### config.mk
export PLATFORM = sky130hd
export DESIGN_NAME = qcgm_isqrt
export DESIGN_NICKNAME = d
export VERILOG_FILES = /design/src/sv/qcgm_pkg.sv /design/src/sv/qcgm_isqrt.sv
export SDC_FILE = /design/constraint.sdc
export NUM_CORES = 2
export LEC_CHECK = 0
export BUFFER_PORTS_ARGS = -buffer_cell sky130_fd_sc_hd__buf_4
export CAP_MARGIN = 0
export CORE_MARGIN = 8
export CORE_UTILIZATION = 59
export CTS_BUF_LIST = sky130_fd_sc_hd__clkbuf_8
export DETAILED_ROUTE_END_ITERATION = 7
export PLACE_DENSITY_LB_ADDON = 0.25
export SYNTH_ARGS = -nofsm -noshare
export SYNTH_HDL_FRONTEND = slang
export SYNTH_SLANG_ARGS = --single-unit
### constraint.sdc
create_clock -name i_clk -period 3.45 [get_ports i_clk]
set_input_delay 0.1725 -clock i_clk [delete_from_list [all_inputs] [get_ports i_clk]]
set_output_delay 0.1725 -clock i_clk [all_outputs]
set_load 0.005 [all_outputs]
### src/sv/qcgm_pkg.sv
// Shared constants and the arctangent table for the quad corner geometry block.
// No dependencies; every other file but qcgm_delay refers to it by scoped names.
package qcgm_pkg;

    localparam int DW         = 64;      // CORDIC and square-root datapath width
    localparam int ZW         = 20;      // angle accumulator, Q16 radians, signed
    localparam int TAB_LEN    = 24;
    localparam int NORM_EXP   = 40;      // vectors are doubled up to 2^40
    localparam int NORM_STEPS = 6;       // shift steps of 32, 16, 8, 4, 2, 1
    localparam int CORDIC_FIX = 1 + NORM_STEPS;
    localparam int SQ_STAGES  = 32;      // one root bit per stage
    localparam int LEN_W      = 35;
    localparam int LSUM_W     = 37;
    localparam int MEAN_W     = 19;
    localparam int OUT_W      = 16;
    localparam int DEV_W      = ZW - 1;
    localparam int NUM_W      = DEV_W + 17;
    localparam int DIV_SHIFT  = 40;
    localparam int RECIP_W    = 23;

    localparam int unsigned PI_Q16      = 205887;
    localparam int unsigned HALF_PI_RND = 102943;
    localparam int unsigned HEAD_MAX    = 25736;
    localparam int unsigned SQ_ONE      = 32768;
    localparam longint unsigned DIV_RECIP = (64'd1 << DIV_SHIFT) / 64'd205887;

    function automatic logic [16:0] atan_q16(input logic [4:0] idx);
        logic [16:0] v;
        case (idx)
            5'd0:    v = 17'd51472;
            5'd1:    v = 17'd30386;
            5'd2:    v = 17'd16055;
            5'd3:    v = 17'd8150;
            5'd4:    v = 17'd4091;
            5'd5:    v = 17'd2047;
            5'd6:    v = 17'd1024;
            5'd7:    v = 17'd512;
            5'd8:    v = 17'd256;
            5'd9:    v = 17'd128;
            5'd10:   v = 17'd64;
            5'd11:   v = 17'd32;
            5'd12:   v = 17'd16;
            5'd13:   v = 17'd8;
            5'd14:   v = 17'd4;
            5'd15:   v = 17'd2;
            5'd16:   v = 17'd1;
            default: v = 17'd0;
        endcase
        return v;
    endfunction

endpackage

### src/sv/qcgm_isqrt.sv
// Pipelined integer square root, one result bit per stage.
// Depends on qcgm_pkg.
module qcgm_isqrt (
    input  logic                     i_clk,
    input  logic [qcgm_pkg::DW-1:0]  i_n,
    output logic [31:0]              o_root
);

    localparam int DW = qcgm_pkg::DW;
    localparam int NS = qcgm_pkg::SQ_STAGES;

    logic [DW-1:0] r_n [1:NS];
    logic [DW-1:0] r_r [1:NS];

    genvar s;
    generate
        for (s = 0; s < NS; s++) begin : g_bit
            localparam logic [DW-1:0] BIT = DW'(64'd1 << (62 - 2 * s));
            logic [DW-1:0] n_in, r_in, trial, n_nx, r_nx;
            if (s == 0) begin : g_first
                assign n_in = i_n;
                assign r_in = '0;
            end else begin : g_next
                assign n_in = r_n[s];
                assign r_in = r_r[s];
            end
            always_comb begin
                trial = r_in + BIT;
                if (n_in >= trial) begin
                    n_nx = n_in - trial;
                    r_nx = (r_in >> 1) + BIT;
                end else begin
                    n_nx = n_in;
                    r_nx = r_in >> 1;
                end
            end
            always_ff @(posedge i_clk) begin
                r_n[s+1] <= n_nx;
                r_r[s+1] <= r_nx;
            end
        end
    endgenerate

    assign o_root = r_r[NS][31:0];

endmodule

==> out/qor.yml <==
worst_setup_path:
  worstSetupStartpoint: "i_n[63]"
  r2r_setup_slack_ns: 0.03
  r2r-start: "r_n[0][1643]"
  crit_cells: 12
  crit_required_ns: 4.47
  path_cells: "dlygate4sd3_1 -> buf_4 -> dlygate4sd3_1 -> inv_1 -> ha_1 -> nor4b_1 -> nand4_1 -> o41ai_4 -> nor2_1 -> dlygate4sd3_1 -> a21oi_1 -> dlygate4sd3_1"
  cpLargestDelayFamily: "buffers and inverters"
  crit_fanout: 4
  crit_arrival_ns: 4.60
  critPathCaptureType: "register"
  critPathBufInv: 6
  critPathLaunchType: "input pin"
  reg2reg_depth: 10
  cp_common_cell: "dlygate4sd3_1"
  path_class: "input pin to register"
  critPathMaxStageDelay_ns: 0.63
  r2r_end: "r_n[0][1721]"
  crit_slowest_cell: "o41ai_4"
sta:
  finalCriticalPeriod_ns: 3.58
  min_period_over_period_pct: 104
  setup_viol: 1
  relSlewSlack_pct: 9.20
  fin_tns_setup_ns: -0.130
  finalHoldViolations: 0
  clock_skew_ns: 0.130
  max_freq_ghz: 0.279
  tightest_slew_ns: 1.36
  finalMaxSlewViolations: 0
  rsz0062_at_grt: "yes"
  layout_setup_ws_ns: -0.130
job:
  cap_violations: 0
global_routing:
  first_global_vias: 71600
  antenna_found_initial: 13
  grt_use_total_pct: 27.2
  overflow: 0
  grt_max_degree: 60
  grt_pass1_wl_um: 386000
drt:
  initialDrtViolationCount: 5417
  drcViolationCount: 0
  first_pass_iters: 6
  vias: 71500
  viasPerCell: 5.62
  ant_nets: 0
  wl_um: 248000
  wire_per_inst_um: 19.5
cts:
  clock_latency_ns: 1.07
  cts.clk_slew.worst_paths_ns: 0.07
  cts_sinks: 2512
  cts_buffer_depth: 4
  cts-root-buf: "clkbuf_8"
  cts_tree: "yes"
  cts-buffers-inserted: 387
  htreeDepth: 5
synthesis:
  synth_nets: 10200
  synthXorXnorAreaFrac_pct: 8.14
  synthCells: 9603
  synth_top_family_by_area: "simple AND/OR/NAND/NOR gates"
  synthSimpleGateAreaFrac_pct: 15.3
  async_flop_share_pct: 0
  synth_warnings: 0
  synthAdderAreaFrac_pct: 7.33
  syn_area_um2: 95200
  yosysSeqAreaShare_pct: 52.8
  muxShareOfSynthArea_pct: 0.955
  syn_area_per_cell_um2: 9.92
  synth_compound_gate_area_share_pct: 11.8
  ys_seq_elements: 2512
  synth_flop_cell: "dfxtp_1"
  synth_edf_count: 0
  synth_cell_type_count: 93
cells_and_area:
  area_delta_synth_final_pct: 16.0
  multiInputGateArea_um2: 42300
  drive_gt1_share_pct: 11.3
  seq_area_um2: 50300
  nets: 10900
  fin_area_um2: 110000
  layout_common_cells: "dfxtp_1 (2511), inv_1 (804), nor2_1 (629)"
  final_common_cell: "dfxtp_1"
  n_fill_cell: 12100
outcome:
  violations: "setup timing"
  status: "finished with violations"
power:
  finalPower_mw: 90.8
  power_density_nw_per_um2: 823
  p_leak_nw: 51.3
  ir_worst_vdd_mv: 0.647
hold_path:
  hold_path.class: "input pin to register"
  min_from: "i_n[56]"
  min_path_cells: 3
  hold-path-endpoint: "r_n[0][120]"
die:
  ios: 97
  die_width_um: 418
  die_h_um: 418
  die_area_um2: 174000
  start_util_pct: 59.4
  rows: 147
  coreArea_um2: 160000
place:
  dpl_cell_area_um2: 100000
  dp_slack_ns: -0.245
  dp.final_hpwl_um: 182000
  portBuffers: 96
  routabilityCongestion: 0.924
-- where the power goes --
part           switching [mW]  internal, mW
sequential               5.95          35.6
clock                    11.3          14.7
combinational            12.8          10.5
total                    30.1          60.8
-- sequential cells by signal (all words and copies together), names as in the netlist --
name / count
r_n: 1984
r_r: 528
-- routing by layer --
layer,share of wire [%],routed length (um),global-route usage [%],vias to the layer above
met3,5.7,14200,4.49,587
met5,0.027,66,0,-
met4,3.2,7820,8.92,8
met2,48,119000,46.8,2245
met1,43,107000,35.1,33900
li1,-,-,-,34800
-- kinds of logic (layout without fill, tap and decap cells) --
family,after synthesis,count (layout)
adder cells (fa/ha/maj),558,558
flip-flops,2512,2512
other,0,6
XOR/XNOR,885,885
AO/OA/AOI/OAI,1830,1830
AND/OR/NAND/NOR,2821,2823
buffers and inverters,915,1876
multiplexers,82,82
-- stage by stage --
step | std cells | util [%] | hold slack [ns]
5_1_grt | 12700 | 68.8 | 0.238
3_3_place_gp | 11900 | 62.3 | 0.287
6_report | 12700 | 68.9 | 0.294
3_5_place_dp | 11900 | 62.3 | 0.288
2_1_floorplan | 9603 | - | 0.200
4_1_cts | 12700 | 68.3 | 0.0943
-- Yosys cell counts, drive strengths merged (58+ instances only) --
cell    instances  area, um2
a21o          243       1820
a21oi         616       3090
clkbuf        186        698
dfxtp        2512      50300
ha            558       6980
inv           702       2640
mux2           71        800
nand2         614       2300
nand2b        104        651
nand3         151        756
nand4         170       1060
nor2          633       2380
nor2b          84        526
nor3          271       1360
nor4          337       2130
o21a           98        736
o21ai         466       2330
o21bai         58        435
or3           115        724
or4            67        507
xnor2         455       3990
xor2          430       3770
-- how the worst max path moves through the flow --
stage | end | slack [ns]
CTS | r_n[0][1465] | -0.02
detailed placement | r_n[0][1596] | -0.24
floorplan | r_n[0][1596] | 0.12
global route | r_n[0][127] | -0.13
finish | r_n[0][127] | -0.13
global placement | r_n[0][1596] | -0.11
-- cell type report --
| class | instances | area share [%] |
|---|---|---|
| tap | 2160 | 2.45 |
| clock buffer | 489 | 6.09 |
| timing repair buffer | 500 | 3.85 |
| antenna | 6 | 0.0136 |
| sequential | 2512 | 45.5 |
| inverter | 702 | 2.39 |
| clock inverter | 185 | 1.36 |
| multi-input combinational | 6178 | 38.3 |
-- worst register-to-register path: stages (launching register included) --
cell	delay (ns)
dfxtp_1	0.33
or4_1	0.62
nor4_4	0.31
nand4_1	0.20
nor3_2	0.34
or4_4	0.19
or3_4	0.13
a21oi_4	0.04
or4b_4	0.66
nor4b_2	0.38
xor2_1	0.17
-- timing repair --
| action | 4_1_cts | 5_1_grt |
|---|---|---|
| gates resized for setup | 11 | 152 |
| pin swaps | 3 | 26 |
| gates cloned | 0 | 4 |
| buffers inserted | 0 | 7 |
| hold buffers | 133 | 0 |
| setup endpoints to repair | 51 | 297 |
| endpoints found under the hold margin | 65 | 0 |
No activity file was read; power rests on OpenSTA's default activity.
