[src/sv/qcgm_pkg.sv]
// Shared constants and the arctangent table for the quad corner geometry block.
// No dependencies; every other file but qcgm_delay refers to it by scoped names.
package qcgm_pkg;

    localparam int DW         = 64;      // CORDIC and square-root datapath width
    localparam int ZW         = 20;      // angle accumulator, Q16 radians, signed
    localparam int TAB_LEN    = 24;
    localparam int NORM_EXP   = 40;      // vectors are doubled up to 2^40
    localparam int NORM_STEPS = 6;       // shift steps of 32, 16, 8, 4, 2, 1
    localparam int CORDIC_FIX = 1 + NORM_STEPS;
    localparam int SQ_STAGES  = 32;      // one root bit per stage
    localparam int LEN_W      = 35;
    localparam int LSUM_W     = 37;
    localparam int MEAN_W     = 19;
    localparam int OUT_W      = 16;
    localparam int DEV_W      = ZW - 1;
    localparam int NUM_W      = DEV_W + 17;
    localparam int DIV_SHIFT  = 40;
    localparam int RECIP_W    = 23;

    localparam int unsigned PI_Q16      = 205887;
    localparam int unsigned HALF_PI_RND = 102943;
    localparam int unsigned HEAD_MAX    = 25736;
    localparam int unsigned SQ_ONE      = 32768;
    localparam longint unsigned DIV_RECIP = (64'd1 << DIV_SHIFT) / 64'd205887;

    function automatic logic [16:0] atan_q16(input logic [4:0] idx);
        logic [16:0] v;
        case (idx)
            5'd0:    v = 17'd51472;
            5'd1:    v = 17'd30386;
            5'd2:    v = 17'd16055;
            5'd3:    v = 17'd8150;
            5'd4:    v = 17'd4091;
            5'd5:    v = 17'd2047;
            5'd6:    v = 17'd1024;
            5'd7:    v = 17'd512;
            5'd8:    v = 17'd256;
            5'd9:    v = 17'd128;
            5'd10:   v = 17'd64;
            5'd11:   v = 17'd32;
            5'd12:   v = 17'd16;
            5'd13:   v = 17'd8;
            5'd14:   v = 17'd4;
            5'd15:   v = 17'd2;
            5'd16:   v = 17'd1;
            default: v = 17'd0;
        endcase
        return v;
    endfunction

endpackage

[src/sv/qcgm_merge.sv]
// Merging stage: largest corner deviation to squareness, edge lengths to their mean.
// Depends on qcgm_pkg. Registers maximum and length sum, then the product, then the outputs.
module qcgm_merge (
    input  logic                                   i_clk,
    input  logic signed [qcgm_pkg::ZW-1:0]         i_dev [4],
    input  logic        [qcgm_pkg::LEN_W-1:0]      i_len [4],
    input  logic                                   i_degen,
    output logic        [qcgm_pkg::MEAN_W-1:0]     o_mean,
    output logic        [qcgm_pkg::OUT_W-1:0]      o_squareness,
    output logic                                   o_degenerate
);

    localparam int DEV_W  = qcgm_pkg::DEV_W;
    localparam int NUM_W  = qcgm_pkg::NUM_W;
    localparam int PROD_W = NUM_W + qcgm_pkg::RECIP_W;
    localparam int Q_W    = PROD_W - qcgm_pkg::DIV_SHIFT;
    localparam int LSUM_W = qcgm_pkg::LSUM_W;
    localparam logic [qcgm_pkg::RECIP_W-1:0] RECIP = qcgm_pkg::RECIP_W'(qcgm_pkg::DIV_RECIP);
    localparam logic [NUM_W-1:0] DIVISOR = NUM_W'(qcgm_pkg::PI_Q16);
    localparam logic [Q_W-1:0]   SQ_ONE  = Q_W'(qcgm_pkg::SQ_ONE);

    logic [DEV_W-1:0]  r_maxdev;
    logic [LSUM_W-1:0] r_lsum;
    logic              r_degen1, r_degen2;
    logic [PROD_W-1:0] r_prod;
    logic [NUM_W-1:0]  r_numer;
    logic [qcgm_pkg::MEAN_W-1:0] r_mean;

    logic [DEV_W-1:0]  n_maxdev;
    logic [LSUM_W-1:0] n_lsum;
    logic [NUM_W-1:0]  n_numer;
    logic [Q_W-1:0]    q0, q;
    logic [NUM_W-1:0]  rem;
    logic [LSUM_W-1:0] lsum_rnd;

    // A negative deviation never wins: the maximum starts at zero.
    always_comb begin
        n_maxdev = '0;
        n_lsum   = '0;
        for (int k = 0; k < 4; k++) begin
            if (i_dev[k] > signed'({1'b0, n_maxdev})) begin
                n_maxdev = i_dev[k][DEV_W-1:0];
            end
            n_lsum = n_lsum + LSUM_W'(i_len[k]);
        end
    end

    always_ff @(posedge i_clk) begin
        r_maxdev <= n_maxdev;
        r_lsum   <= n_lsum;
        r_degen1 <= i_degen;
    end

    // Divide by pi in Q16 as a reciprocal product; one correction step follows.
    assign n_numer  = {r_maxdev, 16'd0} + NUM_W'(qcgm_pkg::HALF_PI_RND);
    assign lsum_rnd = r_lsum + LSUM_W'(8);

    always_ff @(posedge i_clk) begin
        r_prod   <= PROD_W'(n_numer) * PROD_W'(RECIP);
        r_numer  <= n_numer;
        r_mean   <= lsum_rnd[qcgm_pkg::MEAN_W+3:4];
        r_degen2 <= r_degen1;
    end

    always_comb begin
        q0  = r_prod[PROD_W-1:qcgm_pkg::DIV_SHIFT];
        rem = r_numer - NUM_W'(NUM_W'(q0) * DIVISOR);
        q   = (rem >= DIVISOR) ? q0 + Q_W'(1) : q0;
    end

    always_ff @(posedge i_clk) begin
        o_mean       <= r_mean;
        o_degenerate <= r_degen2;
        if (r_degen2 || (q > SQ_ONE)) begin
            o_squareness <= '0;
        end else begin
            o_squareness <= qcgm_pkg::OUT_W'(SQ_ONE - q);
        end
    end

endmodule

[config.mk]
export PLATFORM = sky130hd
export DESIGN_NAME = qcgm_merge
export DESIGN_NICKNAME = d
export VERILOG_FILES = /design/src/sv/qcgm_pkg.sv /design/src/sv/qcgm_merge.sv
export SDC_FILE = /design/constraint.sdc
export NUM_CORES = 1
export LEC_CHECK = 0
export ABC_CLOCK_PERIOD_IN_PS = 9780
export BUFFER_PORTS_ARGS = -buffer_cell sky130_fd_sc_hd__buf_2
export CAP_MARGIN = 20
export CORE_MARGIN = 8
export CORE_UTILIZATION = 55
export CTS_CLUSTER_SIZE = 12
export DETAILED_ROUTE_END_ITERATION = 16
export PLACE_DENSITY_LB_ADDON = 0.12
export SETUP_SLACK_MARGIN = 0.2
export SYNTH_ARGS = -nofsm -noshare
export SYNTH_HDL_FRONTEND = slang
export SYNTH_SLANG_ARGS = --single-unit
[constraint.sdc]
create_clock -name i_clk -period 9.78 [get_ports i_clk]
set_input_delay 1.956 -clock i_clk [delete_from_list [all_inputs] [get_ports i_clk]]
set_output_delay 1.956 -clock i_clk [all_outputs]
set_load 0.1 [all_outputs]
==> results of run 1 <==
==> cell families after synthesis <==
kind of cell / share of synthesized area (%)
adder cells (fa/ha/maj): 52.6
buffers and inverters: 10.3
AND/OR/NAND/NOR: 9.60
AO/OA/AOI/OAI: 9.17
flip-flops: 11.5
XOR/XNOR: 4.51
multiplexers: 2.39
==> final timing paths <==
path	cells past startpoint	endpoint	startpoint
setup / recovery	31	o_squareness[7]	r_prod[54]
hold / removal	0	o_mean[4]	r_mean[4]
setup reg to reg	31	o_squareness[7]	r_prod[54]
hold reg to reg	0	o_mean[4]	r_mean[4]
==> Yosys cell counts (all sizes together), types with 8 or more instances <==
| cell | instances | share of area, % |
|---|---|---|
| clkbuf | 21 | 0.34 |
| o21a | 29 | 0.93 |
| mux2i | 47 | 2.1 |
| dfxtp | 135 | 12 |
| nor3 | 40 | 0.87 |
| inv | 610 | 9.7 |
| nand2 | 77 | 1.2 |
| or2 | 12 | 0.33 |
| a21oi | 64 | 1.4 |
| nand2b | 20 | 0.53 |
| nor2b | 21 | 0.56 |
| o21ai | 61 | 1.3 |
| a31oi | 9 | 0.29 |
| a21o | 39 | 1.2 |
| and3 | 23 | 0.61 |
| o21bai | 8 | 0.26 |
| nor2 | 90 | 1.4 |
| xnor2 | 85 | 3.2 |
| nand4 | 26 | 0.72 |
| o211ai | 11 | 0.41 |
| xor2 | 36 | 1.3 |
| ha | 438 | 23 |
| a2111oi | 10 | 0.48 |
| fa | 342 | 29 |
| and2 | 15 | 0.41 |
| a211oi | 14 | 0.53 |
| nand3 | 60 | 1.3 |
| nor4 | 16 | 0.52 |
| or3 | 9 | 0.24 |
==> metal layers <==
metal,wire (um),vias up,global-route usage [%]
li1,-,8450,-
met1,23600,8494,27.9
met2,29400,371,42.9
met3,2720,97,4.15
met4,1760,0,7.88
met5,0,-,0
==> registers in the layout, indices dropped and copies added, names as in the netlist, 16 cells and up <==
signal,flops
o_mean,19
o_squareness,16
r_lsum,20
r_maxdev,19
r_mean,19
r_numer,19
r_prod,20
==> critical path: cells and delay by family (launching register included) <==
kind	cells	cell delay (ns)
fa+ha+maj	8	3.48
compound gates	8	2.55
simple gates	7	1.29
buf+inv	7	0.90
flops	1	0.51
mux	1	0.12
==> layout make-up <==
cell class | count | area [um2] | area share [%]
multi-input combinational | 1689 | 18400 | 70.5
tap | 539 | 674 | 2.58
timing repair buffer | 259 | 1430 | 5.49
clock buffer | 18 | 439 | 1.68
antenna | 3 | 7.51 | 0.0287
sequential | 135 | 2700 | 10.3
inverter | 610 | 2290 | 8.76
clock inverter | 14 | 155 | 0.594
==> repair_timing <==
item | CTS | global route
endpoints found under the setup margin | 0 | 19
hold buffers | 0 | 0
gates resized for setup | 0 | 6
==> metrics by stage <==
stage / area [um2] / hold WS [ns]
after floorplan: 23500 / 0.310
after global placement: 25500 / 0.310
after detailed placement: 25500 / 0.312
after CTS: 26100 / 0.325
after global routing: 26100 / 0.330
final: 26100 / 0.324
==> impl_metrics.tcl, run 1 <==
set metrics [dict create \
    clockBufferDepth 2 \
    crit_fanout 15 \
    port_buffers 209 \
    critPathLaunchType "flip-flop" \
    syn_area_per_cell_um2 9.54 \
    layout_min_cycle_time_ns 8.99 \
    finalCritPeriodShare_pct 91.9 \
    clk_pin_slew_ns 0.07 \
    max-slew-margin-rel_pct 51.8 \
    firstDrtPassIters 5 \
    ys_ff_latch 135 \
    synth_edf_count 0 \
    final.setup.tns_ns 0 \
    dominantRegCellSynth "dfxtp_1" \
    finalSetupViolCount 0 \
    worstSetupPathType "reg -> reg" \
    cts_sinks 135 \
    max_freq_mhz 111 \
    status "complete, no violations" \
    area_growth_pct 11.3 \
    ioPinCount 258 \
    finalHoldViolations 0 \
    syn_area_um2 23500 \
    dieWidth_um 223 \
    final_util_pct 62.2 \
    gr-total-overflow 0 \
    antenna_found_initial 3 \
    finalNetCount 3714 \
    slowest_stage "fa_1" \
    setup_ws_ns 0.788 \
    cts_tree "yes" \
    row_count 75 \
    required_ns 10.09 \
    tritoncts.num_buffers 17 \
    place_congestion 0.915 \
    h-tree-depth 4 \
    cts_setup_buffers 0 \
    crit_arrival_ns 9.31 \
    drc 0 \
    wl_per_cell_um 17.6 \
    synth-warning-count 0 \
    fillers 3617 \
    initial_core_util_pct 55.9 \
    synth.distinct_cells 87 \
    synthesis.nets 3464 \
    rrSetupSlack_ns 0.79 \
    layoutNonFillerInstCount 3267 \
    vias 17400 \
    ant_nets 0 \
    gr-usage-all-layers_pct 23.6 \
    maxCapViolCount 0 \
    final_cell_mix "610 x inv_1, 438 x ha_1, 342 x fa_1, 209 x buf_2, 135 x dfxtp_1" \
    post-place-ws_ns 0.238 \
    ys_async_sr_fraction_pct 0 \
    drt-total-wl_mm 57.5 \
    worst_pin_slew_ns 0.705 \
    dp.cells 3232 \
    fin_skew_ns 0.0142 \
    clk_latency_ns 0.44 \
    ys_seq_area_share_pct 11.5 \
    worstHoldPathType "reg -> reg" \
    fp.coreArea_um2 42000 \
    layout-drive-gt1-share_pct 12.7 \
    grt_first_pass_wirelength_mm 95.0 \
    routed_via_density 5.33 \
    hpwl_mm 51.0 \
    rsz0062_at_grt "false" \
    cts-root-buf "clkbuf_16" \
    drt_iter0_drc 675 \
    grt_pass1_vias 19400 \
    endpoint_kind "flip-flop" \
    slew_violations 0 \
    critical-path-max-stage-delay_ns 0.59 \
    final_common_cell "inv_1" \
    cpMostUsedCell "inv_1" \
    die-height_um 223 \
    grt_max_degree 29 \
    dieArea_um2 49600 \
    syn_inst 2462 \
]
Power of run 1 is left out: the tool's default activity adds up to more than one toggle a clock period on the data nets, which glitch-free logic cannot reach.
==> run 2, diff against run 1 <==
- PLACE_DENSITY: default -> 0.79
- PLACE_DENSITY_LB_ADDON: 0.12 -> default
- REMOVE_ABC_BUFFERS: default -> 1
- SLEW_MARGIN: default -> 20
==> impl_metrics.tcl, run 2 (synthesis results as in run 1) <==
set metrics [dict create \
    drt-total-wl_mm 55.7 \
    grt_pass1_vias 19300 \
    grt_max_degree 23 \
    clk_latency_ns 0.45 \
    grt_first_pass_wirelength_mm 92.5 \
    setup.worst_path.start "r_prod[51]" \
    r2r_end "o_squareness[4]" \
    dieArea_um2 49600 \
    dp.cells 3235 \
    fp.coreArea_um2 42000 \
    final.setup.tns_ns 0 \
    firstDrtPassIters 5 \
    max-slew-margin-rel_pct 51.5 \
    fin_skew_ns 0.0199 \
    status "complete, no violations" \
    worstSetupPathType "reg -> reg" \
    gr-total-overflow 0 \
    die-height_um 223 \
    n_antenna_cell 0 \
    place_congestion 0.946 \
    row_count 75 \
    area_growth_pct 11.3 \
    rsz0062_at_grt "false" \
    crit_fanout 22 \
    ioPinCount 258 \
    gr-usage-all-layers_pct 22.6 \
    clockBufferDepth 2 \
    maxCapViolCount 0 \
    h-tree-depth 4 \
    clk_pin_slew_ns 0.06 \
    vias 17700 \
    final_common_cell "inv_1" \
    hpwl_mm 49.1 \
    wl_per_cell_um 17.0 \
    drc 0 \
    setup_ws_ns 0.760 \
    initial_core_util_pct 55.9 \
    cts_sinks 135 \
    max_freq_mhz 111 \
    routed_via_density 5.42 \
    drt_iter0_drc 953 \
    dieWidth_um 223 \
    finalSetupViolCount 0 \
    slew_violations 0 \
    required_ns 10.11 \
    critical-path-max-stage-delay_ns 0.58 \
    cts_tree "yes" \
    worst_pin_slew_ns 0.722 \
    port_buffers 209 \
    worstHoldPathType "reg -> reg" \
    layout_min_cycle_time_ns 9.02 \
    r2r_cells 30 \
    ant_nets 0 \
    whs_ns 0.323 \
    antenna_found_initial 0 \
    whs_path_depth 0 \
    cpMostUsedCell "fa_1" \
    layout-drive-gt1-share_pct 12.8 \
    tritoncts.num_buffers 17 \
    final_cell_mix "610 x inv_1, 438 x ha_1, 342 x fa_1, 209 x buf_2, 133 x dfxtp_1" \
    layoutNonFillerInstCount 3267 \
    slowest_stage "fa_1" \
    crit_arrival_ns 9.35 \
    rrSetupSlack_ns 0.76 \
    reg_top3 "r_lsum (20), r_prod (20)" \
    endpoint_kind "flip-flop" \
    cp-endpoint "o_squareness[4]" \
    r2r_start "r_prod[51]" \
    finalHoldViolations 0 \
    post-place-ws_ns 0.182 \
    cts-root-buf "clkbuf_16" \
    finalCritPeriodShare_pct 92.2 \
    finalNetCount 3717 \
    critPathLaunchType "flip-flop" \
]
[run 2: layout make-up]
cell class                      count  area, um2
Multi-Input combinational cell   1689      18500
Sequential cell                   135       2710
Timing Repair Buffer              262       1470
Fill cell                        3475      15900
Clock buffer                       20        447
Inverter                          610       2290
Tap cell                          539        674
Clock inverter                     12        111
[run 2: repair_timing]
action,4_1_cts,5_1_grt
buffers inserted,0,0
resized for setup,0,12
setup endpoints to repair,0,35
hold buffers,0,0
[run 2: per-stage QoR]
step | utilization [%] | area (um2)
after detailed placement | 60.8 | 25500
after global placement | 60.8 | 25500
after global routing | 62.2 | 26200
after CTS | 62.1 | 26100
after floorplan | - | 23400
final | 62.2 | 26200
[run 2: worst max-delay path: cells and delay by family, from the launching register on]
kind / cells / cell delay (ns)
compound gates: 8 / 2.33
fa+ha+maj: 8 / 3.41
buf+inv: 6 / 0.95
flops: 1 / 0.50
mux: 1 / 0.16
simple gates: 7 / 1.54
[run 2: per-layer routing]
| layer | wire length (um) | vias to the layer above | share of wire (%) | track usage, % |
|---|---|---|---|---|
| met4 | 1660 | 0 | 3.0 | 7.77 |
| li1 | - | 8461 | - | - |
| met3 | 2700 | 106 | 4.9 | 3.79 |
| met2 | 27700 | 468 | 50 | 39.9 |
| met1 | 23600 | 8688 | 42 | 27.8 |
| met5 | 0 | - | 0 | 0 |
[run 2: worst min-delay path by stage]
stage                           from    endpoint  slack, ns
after detailed placement   r_mean[9]   o_mean[9]       0.31
after CTS                  r_mean[9]   o_mean[9]       0.32
after floorplan            r_mean[0]   o_mean[0]       0.31
after global placement     r_mean[9]   o_mean[9]       0.31
after global routing      r_mean[11]  o_mean[11]       0.33
final                      r_mean[9]   o_mean[9]       0.32
Power of run 2 is left out for the same reason.
==> run 3, diff against run 2 <==
- RECOVER_POWER: default -> 100
==> impl_metrics.tcl, run 3 (synthesis results as in run 1) <==
set metrics [dict create \
    worstHoldPathType "reg -> reg" \
    critPathLaunchType "flip-flop" \
    post-place-ws_ns 0.182 \
    worstHoldStart "r_mean[9]" \
    area_growth_pct 10.8 \
    n_antenna_cell 0 \
    finalCritPeriodShare_pct 93.0 \
    final_cell_mix "610 x inv_1, 438 x ha_1, 342 x fa_1, 172 x buf_2, 133 x dfxtp_1" \
    gr-total-overflow 0 \
    rrSetupSlack_ns 0.69 \
    r2r_start "r_prod[53]" \
    max-slew-margin-rel_pct 17.7 \
    grt_pass1_vias 19300 \
    max_freq_mhz 110 \
    crit_arrival_ns 9.41 \
    cts-root-buf "clkbuf_16" \
    final.setup.tns_ns 0 \
    final_common_cell "inv_1" \
    multi_input_area_um2 18400 \
    endpoint_kind "flip-flop" \
    crit_fanout 22 \
    worst_pin_slew_ns 1.24 \
    whs_ns 0.323 \
    worstSetupPathType "reg -> reg" \
    hpwl_mm 49.1 \
    vias 17700 \
    place_congestion 0.946 \
    fp.coreArea_um2 42000 \
    reg_top3 "r_lsum (20), r_prod (20)" \
    seq_area_um2 2710 \
    row_count 75 \
    cts_resized 0 \
    rsz0062_at_grt "false" \
    finalNetCount 3717 \
    slowest_stage "fa_1" \
    setup.worst_path.start "r_prod[53]" \
    drc 0 \
    layout-drive-gt1-share_pct 10.7 \
    fin_skew_ns 0.0203 \
    initial_core_util_pct 55.9 \
    finalHoldViolations 0 \
    grt_max_degree 23 \
    routed_via_density 5.43 \
    drt_iter0_drc 965 \
    final_util_pct 61.9 \
    h-tree-depth 4 \
    critical-path-max-stage-delay_ns 0.61 \
    clk_pin_slew_ns 0.06 \
    cts_setup_buffers 0 \
    finalSetupViolCount 0 \
    required_ns 10.09 \
    whs_path_depth 0 \
    wl_per_cell_um 17.0 \
    ioPinCount 258 \
    port_buffers 209 \
    layout_min_cycle_time_ns 9.09 \
    setup_ws_ns 0.686 \
    tritoncts.num_buffers 17 \
    slew_violations 0 \
    status "complete, no violations" \
    drt-total-wl_mm 55.7 \
    antenna_found_initial 0 \
    cts_tree "yes" \
    dieWidth_um 223 \
    cpMostUsedCell "inv_1" \
    gr-usage-all-layers_pct 22.6 \
    clockBufferDepth 2 \
    clk_latency_ns 0.45 \
    die-height_um 223 \
    grt_first_pass_wirelength_mm 92.5 \
    dieArea_um2 49600 \
    cts_sinks 135 \
    maxCapViolCount 0 \
    r2r_cells 31 \
    ant_nets 0 \
    hold_end "o_mean[9]" \
    cts-hold-fix-buffers 0 \
    r2r_end "o_squareness[9]" \
    firstDrtPassIters 5 \
    fillers 3500 \
]
==> run 3: area by class of cell <==
class | count | share of cell area (%)
multi-input cells | 1689 | 70.9
flip-flops and latches | 135 | 10.4
inverters | 610 | 8.80
repair buffers | 262 | 5.20
well taps | 539 | 2.59
clock buffers | 20 | 1.72
clock inverters | 12 | 0.428
==> run 3: worst max path at each step <==
stage,end,slack (ns),cells past startpoint
after floorplan,r_maxdev[0],-3.14,36
after global placement,r_maxdev[0],0.35,42
after detailed placement,r_maxdev[0],0.18,37
after CTS,o_squareness[4],0.62,31
after global routing,o_squareness[4],0.13,31
final,o_squareness[9],0.69,31
==> run 3: per-layer routing <==
layer  wire [um]  part of all wire [%]  global-route usage (%)
met1       23600                    42                    27.8
met2       27600                    50                    39.9
met3        2730                   4.9                    3.79
met4        1780                   3.2                    7.77
met5           0                     0                       0
==> run 3: worst max-delay path: cells and delay by family (launching register included) <==
| kind | cells | cell delay (ns) |
|---|---|---|
| compound gates | 9 | 2.34 |
| fa+ha+maj | 8 | 3.52 |
| buf+inv | 7 | 0.96 |
| flops | 1 | 0.53 |
| mux | 1 | 0.16 |
| simple gates | 6 | 1.45 |
==> run 3: metrics by stage <==
step / cell area (um2) / std cells
finish: 26000 / 3267
global route: 26000 / 3267
CTS: 26100 / 3267
detailed placement: 25500 / 3235
global placement: 25500 / 3235
floorplan: 23400 / 2434
Power of run 3 is left out for the same reason.
